[src/hw/rtl/kmd_pkg.sv]
`default_nettype none
// ----------------------------------------------------------------------------
// kmd_pkg
// Shared types and constants for the key matrix debouncer.
// ----------------------------------------------------------------------------
package kmd_pkg;

    localparam int ROWS          = 4;
    localparam int COLS          = 14;
    localparam int ROW_W         = 2;              // width of the row index field
    localparam int ROW_IDX_W     = $clog2(ROWS);   // bits that address a row store
    localparam int OP_W          = 2;
    localparam int MS_W          = 8;
    localparam int QDEPTH        = 2;
    localparam int QPTR_W        = $clog2(QDEPTH);
    localparam int QCNT_W        = $clog2(QDEPTH + 1);

    localparam logic [MS_W-1:0] ELAPSED_MAX    = '1;
    localparam logic [MS_W-1:0] DEBOUNCE_RESET = MS_W'(5);

    typedef enum logic [OP_W-1:0] {
        OP_SAMPLE = 2'd0,
        OP_TICK   = 2'd1,
        OP_READ   = 2'd2
    } op_t;

    typedef logic [COLS-1:0] row_keys_t;

    // One unit of work for the back end: a read answer or a commit burst.
    typedef struct packed {
        logic                           is_commit;
        logic [ROW_W-1:0]               row;
        logic [ROWS-1:0][COLS-1:0]      keys;   // read answer uses slot 0
    } work_t;

    typedef struct packed {
        logic              full;
        logic              empty;
        logic [QCNT_W-1:0] count;
    } queue_status_t;

endpackage
`default_nettype wire

[src/hw/rtl/key_matrix_debouncer_core.sv]
`default_nettype none
// With the back end idle, a read or commit passes the work queue and the back end's work
// register before its first row is on m_*. One input item per cycle while the queue is not
// full; ticks and non-committing samples cost nothing at the output, a read one transfer,
// a commit one per row. The result port, fed by a two-entry work queue, sets the rate.
// Reset (aresetn low, synchronous): stable and pending rows, change flag and elapsed
// count cleared, debounce time set to 5 ms, queue emptied.
// ----------------------------------------------------------------------------
// key_matrix_debouncer_core
// Key matrix debouncer with one global timer, split into front, queue and back.
// ----------------------------------------------------------------------------
module key_matrix_debouncer_core (
    input  wire logic                          aclk,
    input  wire logic                          aresetn,
    input  wire logic                          s_valid,
    output logic                               s_ready,
    input  wire logic [kmd_pkg::OP_W-1:0]      s_op,
    input  wire logic [kmd_pkg::ROW_W-1:0]     s_row_index,
    input  wire logic [kmd_pkg::COLS-1:0]      s_column_levels,
    output logic                               m_valid,
    input  wire logic                          m_ready,
    output logic [kmd_pkg::ROW_W-1:0]          m_out_row,
    output logic [kmd_pkg::COLS-1:0]           m_row_keys,
    output logic                               m_is_commit,
    output logic                               m_last_row,
    input  wire logic                          cfg_wr_en,
    input  wire logic [kmd_pkg::MS_W-1:0]      cfg_wr_data
);

    logic                    push, pop;
    kmd_pkg::work_t          push_data, pop_data;
    kmd_pkg::queue_status_t  q_status;

    assign s_ready = !q_status.full;

    kmd_front u_front (
        .aclk          (aclk),
        .aresetn       (aresetn),
        .accept        (s_valid && s_ready),
        .op            (s_op),
        .row_index     (s_row_index),
        .column_levels (s_column_levels),
        .cfg_wr_en     (cfg_wr_en),
        .cfg_wr_data   (cfg_wr_data),
        .push          (push),
        .push_data     (push_data)
    );

    kmd_queue u_queue (
        .aclk      (aclk),
        .aresetn   (aresetn),
        .push      (push),
        .push_data (push_data),
        .pop       (pop),
        .pop_data  (pop_data),
        .status    (q_status)
    );

    kmd_back u_back (
        .aclk        (aclk),
        .aresetn     (aresetn),
        .q_valid     (!q_status.empty),
        .q_data      (pop_data),
        .q_pop       (pop),
        .m_valid     (m_valid),
        .m_ready     (m_ready),
        .m_out_row   (m_out_row),
        .m_row_keys  (m_row_keys),
        .m_is_commit (m_is_commit),
        .m_last_row  (m_last_row)
    );

`ifndef SYNTHESIS
    a_queue_bound: assert property (@(posedge aclk) disable iff (!aresetn)
        32'(q_status.count) <= kmd_pkg::QDEPTH)
        else $error("work queue count exceeds depth");

    a_read_single: assert property (@(posedge aclk) disable iff (!aresetn)
        m_valid && !m_is_commit |-> m_last_row)
        else $error("read answer not marked last");

    a_commit_seq: assert property (@(posedge aclk) disable iff (!aresetn)
        m_valid && m_ready && m_is_commit && !m_last_row |=>
            m_valid && m_is_commit && (m_out_row == $past(m_out_row) + 2'd1))
        else $error("commit burst rows out of order");
`endif

endmodule
`default_nettype wire

[src/hw/rtl/kmd_front.sv]
`default_nettype none
// ----------------------------------------------------------------------------
// kmd_front
// Accepts items, keeps the debounce state and queues read/commit work.
// ----------------------------------------------------------------------------
module kmd_front (
    input  wire logic                         aclk,
    input  wire logic                         aresetn,
    input  wire logic                         accept,
    input  wire logic [kmd_pkg::OP_W-1:0]     op,
    input  wire logic [kmd_pkg::ROW_W-1:0]    row_index,
    input  wire logic [kmd_pkg::COLS-1:0]     column_levels,
    input  wire logic                         cfg_wr_en,
    input  wire logic [kmd_pkg::MS_W-1:0]     cfg_wr_data,
    output logic                              push,
    output kmd_pkg::work_t                    push_data
);

    localparam logic [kmd_pkg::MS_W-1:0] MS_W_ONE = kmd_pkg::MS_W'(1);

    kmd_pkg::row_keys_t            stable_reg  [kmd_pkg::ROWS];
    kmd_pkg::row_keys_t            stable_next [kmd_pkg::ROWS];
    kmd_pkg::row_keys_t            pending_reg [kmd_pkg::ROWS];
    kmd_pkg::row_keys_t            pending_next[kmd_pkg::ROWS];
    logic                          change_reg, change_next;
    logic [kmd_pkg::MS_W-1:0]      elapsed_reg, elapsed_next;
    logic [kmd_pkg::MS_W-1:0]      debounce_reg;

    logic                          row_ok;
    logic [kmd_pkg::ROW_IDX_W-1:0] ridx;
    kmd_pkg::row_keys_t            keys;
    logic                          changed;

    assign ridx   = row_index[kmd_pkg::ROW_IDX_W-1:0];
    assign row_ok = 32'(row_index) < 32'(kmd_pkg::ROWS);
    assign keys   = ~column_levels;

    always_comb begin
        stable_next  = stable_reg;
        pending_next = pending_reg;
        change_next  = change_reg;
        elapsed_next = elapsed_reg;
        push         = 1'b0;
        push_data    = '0;
        changed      = pending_reg[ridx] != keys;
        push_data.row = row_index;

        if (accept) begin
            case (kmd_pkg::op_t'(op))
                kmd_pkg::OP_TICK: begin
                    if (elapsed_reg != kmd_pkg::ELAPSED_MAX) begin
                        elapsed_next = elapsed_reg + MS_W_ONE;
                    end
                end
                kmd_pkg::OP_READ: begin
                    push = 1'b1;
                    push_data.keys[0] = row_ok ? stable_reg[ridx] : '0;
                end
                kmd_pkg::OP_SAMPLE: begin
                    if (row_ok) begin
                        if (changed) begin
                            pending_next[ridx] = keys;
                            change_next        = 1'b1;
                            elapsed_next       = '0;
                        end
                        if (32'(row_index) == 32'(kmd_pkg::ROWS - 1) && change_next
                            && elapsed_next >= debounce_reg) begin
                            stable_next         = pending_next;
                            change_next         = 1'b0;
                            push                = 1'b1;
                            push_data.is_commit = 1'b1;
                            for (int r = 0; r < kmd_pkg::ROWS; r++) begin
                                push_data.keys[r] = pending_next[r];
                            end
                        end
                    end
                end
                default: ;
            endcase
        end
    end

    always_ff @(posedge aclk) begin
        if (!aresetn) begin
            for (int r = 0; r < kmd_pkg::ROWS; r++) begin
                stable_reg[r]  <= '0;
                pending_reg[r] <= '0;
            end
            change_reg   <= 1'b0;
            elapsed_reg  <= '0;
            debounce_reg <= kmd_pkg::DEBOUNCE_RESET;
        end else begin
            stable_reg  <= stable_next;
            pending_reg <= pending_next;
            change_reg  <= change_next;
            elapsed_reg <= elapsed_next;
            if (cfg_wr_en) begin
                debounce_reg <= cfg_wr_data;
            end
        end
    end

endmodule
`default_nettype wire

[src/hw/rtl/kmd_queue.sv]
`default_nettype none
// ----------------------------------------------------------------------------
// kmd_queue
// Two-entry work queue between the front and back ends.
// ----------------------------------------------------------------------------
module kmd_queue (
    input  wire logic               aclk,
    input  wire logic               aresetn,
    input  wire logic               push,
    input  wire kmd_pkg::work_t     push_data,
    input  wire logic               pop,
    output kmd_pkg::work_t          pop_data,
    output kmd_pkg::queue_status_t  status
);

    kmd_pkg::work_t                mem_reg [kmd_pkg::QDEPTH];
    logic [kmd_pkg::QPTR_W-1:0]    wr_ptr_reg, rd_ptr_reg;
    logic [kmd_pkg::QCNT_W-1:0]    count_reg, count_next;
    logic                          do_push, do_pop;

    assign status.count = count_reg;
    assign status.empty = count_reg == '0;
    assign status.full  = count_reg == kmd_pkg::QCNT_W'(kmd_pkg::QDEPTH);
    assign do_push      = push && !status.full;
    assign do_pop       = pop && !status.empty;
    assign pop_data     = mem_reg[rd_ptr_reg];

    always_comb begin
        count_next = count_reg;
        case ({do_push, do_pop})
            2'b10:   count_next = count_reg + kmd_pkg::QCNT_W'(1);
            2'b01:   count_next = count_reg - kmd_pkg::QCNT_W'(1);
            default: count_next = count_reg;
        endcase
    end

    always_ff @(posedge aclk) begin
        if (!aresetn) begin
            wr_ptr_reg <= '0;
            rd_ptr_reg <= '0;
            count_reg  <= '0;
        end else begin
            count_reg <= count_next;
            if (do_push) begin
                wr_ptr_reg <= (32'(wr_ptr_reg) == kmd_pkg::QDEPTH - 1)
                              ? '0 : wr_ptr_reg + kmd_pkg::QPTR_W'(1);
            end
            if (do_pop) begin
                rd_ptr_reg <= (32'(rd_ptr_reg) == kmd_pkg::QDEPTH - 1)
                              ? '0 : rd_ptr_reg + kmd_pkg::QPTR_W'(1);
            end
        end
    end

    always_ff @(posedge aclk) begin
        if (do_push) begin
            mem_reg[wr_ptr_reg] <= push_data;
        end
    end

endmodule
`default_nettype wire

[src/hw/rtl/kmd_back.sv]
`default_nettype none
// ----------------------------------------------------------------------------
// kmd_back
// Drains queued work onto the result channel, one row per transfer.
// ----------------------------------------------------------------------------
module kmd_back (
    input  wire logic                          aclk,
    input  wire logic                          aresetn,
    input  wire logic                          q_valid,
    input  wire kmd_pkg::work_t                q_data,
    output logic                               q_pop,
    output logic                               m_valid,
    input  wire logic                          m_ready,
    output logic [kmd_pkg::ROW_W-1:0]          m_out_row,
    output logic [kmd_pkg::COLS-1:0]           m_row_keys,
    output logic                               m_is_commit,
    output logic                               m_last_row
);

    logic                              busy_reg;
    kmd_pkg::work_t                    work_reg;
    logic [kmd_pkg::ROW_IDX_W-1:0]     idx_reg;
    logic                              last;

    assign last    = !work_reg.is_commit || 32'(idx_reg) == kmd_pkg::ROWS - 1;
    assign q_pop   = q_valid && (!busy_reg || (m_ready && last));

    assign m_valid     = busy_reg;
    assign m_is_commit = work_reg.is_commit;
    assign m_last_row  = last;
    assign m_out_row   = work_reg.is_commit ? kmd_pkg::ROW_W'(idx_reg) : work_reg.row;
    assign m_row_keys  = work_reg.is_commit ? work_reg.keys[idx_reg] : work_reg.keys[0];

    always_ff @(posedge aclk) begin
        if (!aresetn) begin
            busy_reg <= 1'b0;
            idx_reg  <= '0;
        end else if (q_pop) begin
            busy_reg <= 1'b1;
            idx_reg  <= '0;
        end else if (busy_reg && m_ready) begin
            if (last) begin
                busy_reg <= 1'b0;
            end else begin
                idx_reg <= idx_reg + kmd_pkg::ROW_IDX_W'(1);
            end
        end
    end

    always_ff @(posedge aclk) begin
        if (q_pop) begin
            work_reg <= q_data;
        end
    end

endmodule
`default_nettype wire

[config.mk]
export PLATFORM = sky130hd
export DESIGN_NAME = key_matrix_debouncer_core
export DESIGN_NICKNAME = d
export VERILOG_FILES = /design/src/hw/rtl/kmd_pkg.sv /design/src/hw/rtl/key_matrix_debouncer_core.sv /design/src/hw/rtl/kmd_front.sv /design/src/hw/rtl/kmd_queue.sv /design/src/hw/rtl/kmd_back.sv
export SDC_FILE = /design/constraint.sdc
export NUM_CORES = 1
export LEC_CHECK = 0
export ABC_AREA = 1
export BUFFER_PORTS_ARGS = -buffer_cell sky130_fd_sc_hd__buf_2
export CORE_UTILIZATION = 50
export DETAILED_ROUTE_END_ITERATION = 8
export GPL_TIMING_DRIVEN = 0
export PLACE_DENSITY_LB_ADDON = 0.1
export SETUP_SLACK_MARGIN = 0.02
export SLEW_MARGIN = 20
export SYNTH_ARGS = -nofsm -noshare
export SYNTH_HDL_FRONTEND = slang
export SYNTH_HIERARCHICAL = 1
export SYNTH_SLANG_ARGS = --single-unit
[constraint.sdc]
create_clock -name aclk -period 8.4 [get_ports aclk]
set_input_delay 1.26 -clock aclk [delete_from_list [all_inputs] [get_ports aclk]]
set_output_delay 1.26 -clock aclk [all_outputs]
set_load 0.02 [all_outputs]
-- After elaboration in Yosys (flattened, before gate mapping)
Memories as Yosys holds them, arrays and structs flattened. A register that Yosys moved wholly into a read port is not among the register bits.
Cells that the tools add are included.
- output and inout port bits: 20
- register bits: 136
- RAM bits: 118
- memories kept: 1
- memory list (name ; words ; width ; rd ports ; clocked after Yosys merged registers in ; wr ports ; RTL line ; source):
    u_queue.mem_reg ; 2 ; 59 ; 1 ; 1 ; 1 ; kmd_queue.sv:16 ; kmd_pkg::work_t mem_reg [kmd_pkg::QDEPTH];
- eq/ne operators: 10
- bitwise gates (word level): 4
- reduce and logical (&&, ||, !) cells: 27
- magnitude comparators: 4
- mux-type cells: 40
- add/subtract/negate cells: 6
- operator list (cell ; count):
    two-way mux 56 bit ; 3
    two-way mux 14 bit ; 7
    binary-select mux 14 bit (select 2 bit) ; 3
    bitwise mux 56 bit ; 1
    two-way mux 42 bit ; 1
    two-way mux 8 bit ; 4
    demux 14 bit (select 2 bit) ; 1
    one-hot mux 14 bit (2 select lines) ; 1
    one-hot mux 8 bit (2 select lines) ; 1
    two-way mux 1 bit ; 15
    != test 14 bit ; 1
    NOT 14 bit ; 1
    == test 2 bit (second input constant) ; 5
    logical AND 1 bit ; 9
    adder 8 x 1 -> 8 bit (second input constant) ; 1
    greater-or-equal comparator 8 bit ; 1
    != test 8 bit (second input constant) ; 1
    nonzero test 2 bit ; 4
    AND reduction 2 bit ; 3
    AND reduction 3 bit ; 2
    adder 2 x 1 -> 2 bit (second input constant) ; 2
    == test 2 x 1 -> 1 bit (second input constant) ; 2
    zero test 1 bit ; 4
    zero test 2 bit ; 2
    other kinds (13) ; 16

-- Logic depth before layout (Yosys ltp)
Gate-level depths: netlist of the first run.
- word-level depth: 16
- mapped depth: 36
- depth with buffers taken out: 33

-- Cells and area by module
The synthesis of the first run kept the hierarchy.
- by module, submodules not included (module ; sequential area each (µm²) ; instances ; cells each ; area each (µm²)):
    kmd_front ; 2582.5 ; 1 ; 1155 ; 7325.8
    kmd_queue ; 3643.5 ; 1 ; 224 ; 4549.4
    kmd_back ; 1831.8 ; 1 ; 225 ; 2620.0
    key_matrix_debouncer_core ; 0.0 ; 1 ; 4 ; 17.5

-- Worst setup path after synthesis of the first run
Ideal clock, no wire load.
- path kind: input -> register
- start: input s_row_index[0] (netlist name)
- end: memory u_queue/mem_reg[0][0] (netlist name), enable pin
- path slack: 1147 ps
- arrival: 6777 ps
- path buffers: 3
- stages: 28
- required time: 7924 ps
- setup time: 476 ps
- path through: buf_2 -> nand2_2 -> nor2_1 -> a21oi_1 -> nand2_1 -> nand2_1 -> nand2_1 -> nor2_1 -> nand2_1 -> nor2_1 -> nor2b_1 -> inv_1 -> nor2_1 -> ha_1 -> nand2_1 -> nor2_1 -> nand4_1 -> o2111ai_1 -> nand2_1 -> clkinv_1 -> clkbuf_1 -> clkbuf_1 -> nand2_1 -> a21oi_1 -> inv_1 -> nor2_1 -> inv_1 -> nor2_1
- cells in the longest elaborated chain, start to end: 16
- elaborated cells on any way between the ends: 21
- those cells by class: 1 x order compare; 2 x eq/ne; 14 x mux; 1 x bitwise; 3 x reduce/logical
- RTL lines (element ; RTL line ; source):
    start: declaration ; key_matrix_debouncer_core.sv:18 ; input wire logic [kmd_pkg::ROW_W-1:0] s_row_index,
    NOT 2 -> 3 bit (not written as such) ; kmd_front.sv:45 ; changed = pending_reg[ridx] != keys;
    binary-select mux 14 bit (select 2 bit) ; kmd_front.sv:45 ;
    two-way mux 14 bit (not written as such) (2 in series) ; kmd_front.sv:45 ;
    != test 14 bit ; kmd_front.sv:45 ;
    two-way mux 8 bit or two-way mux 1 bit (tied branches) ; kmd_front.sv:61 ; if (changed) begin
    two-way mux 8 bit or two-way mux 1 bit (tied branches) ; kmd_front.sv:49 ; case (kmd_pkg::op_t'(op))
    two-way mux 8 bit or two-way mux 1 bit (tied branches) ; kmd_front.sv:48 ; if (accept) begin
    greater-or-equal comparator 8 bit or logical AND 1 bit (tied branches) ; kmd_front.sv:67, kmd_front.sv:66 ;
    logical AND 1 bit * ; kmd_front.sv:67 ; && elapsed_next >= debounce_reg) begin
    two-way mux 1 bit * ; kmd_front.sv:66 ; if (32'(row_index) == 32'(kmd_pkg::ROWS - 1) && change_next
    one-hot mux 1 bit (2 select lines) * ; kmd_front.sv:49 ;
    two-way mux 1 bit * ; kmd_front.sv:48 ;
    via push ; key_matrix_debouncer_core.sv:30 ; logic push, pop;
    logical AND 1 bit * ; kmd_queue.sv:24 ; assign do_push = push && !status.full;
    two-way mux 1 bit * ; kmd_queue.sv:56 ; if (do_push) begin
    two-way mux 1 bit (not written as such) * ; kmd_queue.sv:57 ; mem_reg[wr_ptr_reg] <= push_data;
    end: declaration ; kmd_queue.sv:16 ;
The timed path passes the listed nets; every way through them passes the cells marked *. The select of a mux whose other input is x is not followed.

-- Final worst setup path of the first run
- start: input s_row_index[0] (netlist name)
- end: memory u_queue/mem_reg[0][31] (netlist name), enable pin
Same word-level chain as after synthesis.

==> reports/metrics.yaml, run 1 <==
clocking:
  cts_inserted_buffers: 35
  clk_pin_slew_ps: 60
  cts_hold_buf: 0
  htree_num_levels: 2
  postCtsSetupBuffers: 0
  root_buffer: "clkbuf_16"
  cts_resized: 0
  cts_tree: "built"
  cts_buffer_depth: 3
  clkSinkCount: 314
  clock_latency_ps: 520
placed_design:
  portBuffers: 50
  place_congestion: 0.9233
  dp_hpwl_um: 30380
yosys:
  syn_area_per_cell_um2: 9.025
  syn_area_um2: 14510
  synth_cells: 1608
  yosysSeqAreaShare: 0.5552
  yosys-top-cells-area: "edfxtp_1 (37%), dfxtp_1 (19%), nand2_1 (8.9%)"
  synth_top_cell_by_area: "edfxtp_1"
  synth_top_area_frac: 0.3662
  synth_cell_type_count: 41
  ys_ff_latch: 314
  ys_warn_count: 6
  synth_nets: 1650
floorplan:
  die_h_um: 172.4
  die_w_um: 172.4
  core_region_area_um2: 28630
  dieArea_um2: 29710
  io_pins: 51
  initial_core_util: 0.5070
  rows: 62
pwr:
  power_frac_comb: 0.081
  clock_power_share: 0.429
  seq_power_share: 0.490
  sw_frac_of_total: 0.2376
  power.density_nw_per_um2: 209.6
  intPower_mw: 2.632
  p_sw_mw: 0.8200
  vdd_drop_max_mv: 0.1185
  power.leakage_nw: 7.058
  finalPower_mw: 3.451
route:
  vias_per_cell: 5.410
  first_pass_iters: 5
  wl_per_cell_um: 19.34
  num_vias: 11400
  drt_iter0_drc: 1111
  drt-total-wl_um: 40770
  ant_nets: 0
  drc: 0
critical_path:
  ff2ff_setup_slack_ps: 2740
  critPathArrivalTime_ps: 6830
  worstReg2RegStart: "u_front/pending_reg[10]$_SDFFE_PN0P_"
  cp.required_ps: 8600
  crit_path_end_kind: "register"
  crit_fanout: 25
  cp_slowest_cell: "clkbuf_1"
  r2r_end: "u_queue/mem_reg[0][31]$_DFFE_PP_"
  cp_common_cell: "nand2_1"
  slowest_delay_ps: 450
  critPathKind: "in2reg"
  crit_start: "s_row_index[0]"
  startpoint_type: "primary input"
  r2r.worst_path.cells: 29
grt:
  grt_antenna_before_repair: 0
  grt_pass1_vias: 10600
  grt_max_degree: 47
  grt_remaining_overflow: 0
  grt_usage: 0.2792
  grt_first_pass_wirelength_um: 61020
timing:
  holdWs_ps: 448.7
  drv_slew: 0
  rsz0062_at_grt: "no"
  post-route-period-util: 0.7885
  worstMarginPinSlew_ps: 876.2
  fmax_mhz: 151.0
  setup_viol: 0
  slew_headroom: 0.4137
  finalHoldViolations: 0
  fin_crit_ps: 6623
  tns_ps: 0
  final.setup_skew_ps: 17.89
layout:
  final_cell_mix: "nand2_1 (345), inv_1 (197), edfxtp_1 (177)"
  nets: 1741
  final_common_cell: "nand2_1"
  final_layout_size_suffix_gt1_frac: 0.1491
  synthToLayoutAreaGrowth_pct: 13.48
  fin_util: 0.5753
  largest_register_ffs: 118
  diodes: 0
job:
  maxCapViolCount: 0
min_path:
  worstHoldStart: "u_front/stable_reg[55]$_SDFFE_PN0P_"
  hold_end: "u_front/stable_reg[55]$_SDFFE_PN0P_"
  hold_path.class: "reg2reg"
  min_path_cells: 2
run_status:
  status: "finished clean"
==> Yosys cell counts <==
cell type,count
nor2_1,116
and2_1,1
buf_2,21
o21ai_0,119
edfxtp_1,177
o211ai_1,1
inv_4,1
buf_1,5
ha_1,11
nand4_1,69
mux2_4,10
or2_2,35
xor2_1,4
buf_8,1
inv_2,4
clkbuf_1,53
dfxtp_1,137
mux2_2,49
and2_0,2
nand3_2,2
nand2_4,1
a21oi_1,140
nand2_1,345
o21ai_1,1
clkinv_4,1
inv_1,199
clkinv_1,1
a31oi_1,1
nand3_1,39
nor2b_1,1
nand2_2,2
buf_6,5
o211ai_2,6
nor2_2,2
nor3_1,2
buf_4,6
nor2_4,2
o2111ai_1,1
a22oi_1,30
o21ai_4,1
a211oi_1,4
==> power by group through the flow <==
stage,logic [mW],clock network (mW),registers [mW]
floorplan,0.178,0,1.72
global placement,0.266,0,1.73
detailed placement,0.276,0,1.72
CTS,0.278,1.50,1.69
global route,0.309,1.57,1.70
finish,0.281,1.48,1.69
==> kinds of logic after synthesis <==
family / count (synthesis) / synth area share
AO/OA/AOI/OAI: 304 / 0.1151
XOR/XNOR: 4 / 0.002414
adder cells (fa/ha/maj): 11 / 0.009483
buffers and inverters: 297 / 0.08406
flip-flops: 314 / 0.5552
multiplexers: 59 / 0.04837
AND/OR/NAND/NOR: 619 / 0.1854
==> stage by stage <==
step	cell area (um^2)	worst slack (ps)	instances
floorplan	14510	1147	1608
global placement	15240	-1917	2042
detailed placement	15360	1261	2046
CTS	16470	1759	2108
global route	16470	1120	2108
finish	16470	1777	2108
==> routing by layer <==
metal | GRT usage | routed length, um | part of all wire
met1 | 0.3731 | 18110 | 0.44
met2 | 0.4630 | 19030 | 0.47
met3 | 0.03799 | 2283 | 0.056
met4 | 0.09965 | 1344 | 0.033
met5 | 0 | 0 | 0
==> critical path: cells and delay by family <==
family	cells	cell delay, ps
AND/OR/NAND/NOR	16	2360
buffers and inverters	11	2220
AO/OA/AOI/OAI	3	770
adder cells (fa/ha/maj)	1	160
==> how the worst max path moves through the flow <==
stage	endpoint	slack, ps	cells after the start
final	u_queue/mem_reg[0][31]$_DFFE_PP_	1780	31
after global routing	u_queue/mem_reg[0][31]$_DFFE_PP_	1120	31
after CTS	u_queue/mem_reg[0][31]$_DFFE_PP_	1760	31
after detailed placement	u_queue/mem_reg[0][31]$_DFFE_PP_	1260	31
after global placement	u_queue/mem_reg[0][31]$_DFFE_PP_	-1920	29
after floorplan	u_queue/mem_reg[0][0]$_DFFE_PP_	1150	28
==> area by class of cell <==
type                    count  area (um^2)
fillers                  2570        12160
flip-flops and latches    314         8058
multi-input cells         997         5243
clock buffers              53         1025
inverters                 206        785.8
well taps                 384        480.5
plain buffers              91        439.2
repair buffers             54        352.8
clock inverters             9        85.08
(Power assumes the default switching activity.)
==> run 2, diff against run 1 <==
- clock period: 8.4 -> 5.6 ns (I/O delays scaled with it)
==> run 2 against run 1 <==
Core utilization grew 0.56 points. Design area rose by 0.97%. Hold slack better by 16 ps. Global-route usage rose by 0.15 points. Highest routed layer unchanged. Critical endpoint is now u_queue/mem_reg[1][31]$_DFFE_PP_. Die area unchanged. Clock skew up 3.0 ps. Clock power rose by 55%. Combinational power up 52%. Via count is 0.22% higher.
==> reports/metrics.yaml, run 2 (synthesized netlist as in run 1, its figures left out) <==
run_status:
  status: "finished clean"  # unchanged
grt:
  grt_usage: 0.2807  # was 0.2792
  grt_first_pass_wirelength_um: 61200  # was 61020 um
  grt_antenna_before_repair: 0  # unchanged
  grt_max_degree: 45  # was 47
  grt_remaining_overflow: 0  # unchanged
  grt_pass1_vias: 10530  # was 10600
route:
  ant_nets: 0  # unchanged
  first_pass_iters: 5  # unchanged
  wl_per_cell_um: 19.47  # was 19.34 um
  drt_iter0_drc: 1137  # was 1111
  drc: 0  # unchanged
  num_vias: 11430  # was 11400
  drt-total-wl_um: 41200  # was 40770 um
  vias_per_cell: 5.401  # was 5.410
floorplan:
  die_h_um: 172.4  # unchanged
  dieArea_um2: 29710  # unchanged
  die_w_um: 172.4  # unchanged
  core_region_area_um2: 28630  # unchanged
  initial_core_util: 0.5070  # unchanged
  rows: 62  # unchanged
  io_pins: 51  # unchanged
pwr:
  clock_power_share: 0.437  # was 0.429
  seq_power_share: 0.482  # was 0.490
  intPower_mw: 4.037  # was 2.632 mW
  power_frac_comb: 0.081  # about the same
  finalPower_mw: 5.268  # was 3.451 mW
  p_sw_mw: 1.231  # was 0.8200 mW
  power.leakage_nw: 7.134  # was 7.058 nW
  vdd_drop_max_mv: 0.1616  # was 0.1185 mV
  power.density_nw_per_um2: 316.8  # was 209.6 nW/um^2
  sw_frac_of_total: 0.2337  # was 0.2376
critical_path:
  crit_path_end_kind: "register"  # unchanged
  cp.required_ps: 5780  # was 8600 ps
  critPathArrivalTime_ps: 5220  # was 6830 ps
  crit_fanout: 44  # was 25
  crit_buf_inv: 10  # was 11
  startpoint_type: "primary input"  # unchanged
  slowest_delay_ps: 300  # was 450 ps
  path_delay_family: "buffers and inverters"  # was simple AND/OR/NAND/NOR gates
  critPathKind: "in2reg"  # unchanged
  cp_common_cell: "nand2_1"  # unchanged
  cp_slowest_cell: "a21oi_1"  # was clkbuf_1
timing:
  fmax_mhz: 198.4
  fin_crit_ps: 5040
  slew_headroom: 0.4031  # was 0.4137
  setup_viol: 0  # unchanged
  worstMarginPinSlew_ps: 892.1  # was 876.2 ps
  post-route-period-util: 0.9001
  final.setup_skew_ps: 20.85  # was 17.89 ps
  holdWs_ps: 464.3  # was 448.7 ps
  rsz0062_at_grt: "no"  # unchanged
  tns_ps: 0  # unchanged
  finalHoldViolations: 0  # unchanged
  drv_slew: 0  # unchanged
clocking:
  htree_num_levels: 2  # unchanged
  clk_pin_slew_ps: 50  # was 60 ps
  root_buffer: "clkbuf_16"  # unchanged
  cts_buffer_depth: 3  # unchanged
  cts_tree: "built"  # unchanged
  clock_latency_ps: 510  # was 520 ps
  clkSinkCount: 314  # unchanged
  cts_inserted_buffers: 36  # was 35
layout:
  final_common_cell: "nand2_1"  # unchanged
  final_cell_mix: "nand2_1 (345), inv_1 (197), edfxtp_1 (177)"  # unchanged
  diodes: 0  # unchanged
  largest_register_ffs: 118  # unchanged
  final_layout_size_suffix_gt1_frac: 0.1553  # was 0.1491
  synthToLayoutAreaGrowth_pct: 14.58  # was 13.48%
  nets: 1750  # was 1741
  fin_util: 0.5809  # was 0.5753
placed_design:
  dp_hpwl_um: 30320  # was 30380 um
  place_congestion: 0.9142  # was 0.9233
  portBuffers: 50  # unchanged
job:
  maxCapViolCount: 0  # unchanged
min_path:
  hold_path.class: "reg2reg"  # unchanged
[run 2: cell count changes in the layout (fill, tap and decap cells not counted), moves of 2 or more]
cell / delta
clkbuf_1: -2
buf_4: +7
clkbuf_8: +3
clkinv_2: -5
[run 2: repair_timing]
item                       in CTS  in global routing
setup buffers                   2                  6
resized for setup               2                  3
setup endpoints to repair     103                120
hold buffers                    0                  0
pin swaps                       1                  0
[run 2: worst register-to-register path, delay by kind of cell, from the launching register on]
family | cells | cell delay, ps
flops | 1 | 320
fa+ha+maj | 1 | 160
simple gates | 15 | 1780
buf+inv | 8 | 1320
compound gates | 4 | 680
[run 2: power groups by stage]
| stage | Sequential, mW | Combinational [mW] | Clock [mW] |
|---|---|---|---|
| after floorplan | 2.58 | 0.267 | 0 |
| after global placement | 2.59 | 0.400 | 0 |
| after detailed placement | 2.59 | 0.416 | 0 |
| after CTS | 2.54 | 0.420 | 2.34 |
| after global routing | 2.54 | 0.467 | 2.43 |
| final | 2.54 | 0.426 | 2.30 |
[run 2: cell type report]
| cell class | instances | area (um^2) |
|---|---|---|
| buffer | 90 | 439.2 |
| clock buffer | 56 | 1066 |
| clock inverter | 6 | 93.84 |
| fill | 2540 | 12000 |
| inverter | 206 | 789.5 |
| multi-input combinational | 997 | 5249 |
| sequential | 314 | 8058 |
| tap | 384 | 480.5 |
| timing repair buffer | 63 | 452.9 |
[run 2: per-stage QoR]
step | setup WS [ps] | area [um^2] | instances
global route | 47.81 | 16630 | 2116
detailed placement | -902.2 | 15390 | 2047
CTS | 79.27 | 16580 | 2111
floorplan | 134.5 | 14520 | 1608
finish | 559.7 | 16630 | 2116
global placement | -2074 | 15250 | 2042
[run 2: path summary, 6_finish.rpt]
| check | end | from | cells past startpoint | slack [ps] |
|---|---|---|---|---|
| setup / recovery | u_queue/mem_reg[1][31]$_DFFE_PP_ | s_row_index[0] | 29 | 560 |
| hold / removal | u_front/stable_reg[27]$_SDFFE_PN0P_ | u_front/stable_reg[27]$_SDFFE_PN0P_ | 2 | 460 |
| setup reg to reg | u_queue/mem_reg[1][31]$_DFFE_PP_ | u_front/pending_reg[18]$_SDFFE_PN0P_ | 28 | 990 |
| hold reg to reg | u_front/stable_reg[27]$_SDFFE_PN0P_ | u_front/stable_reg[27]$_SDFFE_PN0P_ | 2 | 460 |
[run 2: per-layer routing]
metal | track usage | vias to the layer above | part of all wire
met5 | 0 | - | 0
met4 | 0.1454 | 0 | 0.052
met3 | 0.03456 | 108 | 0.055
met2 | 0.4476 | 398 | 0.45
met1 | 0.3755 | 5355 | 0.44
li1 | - | 5568 | -
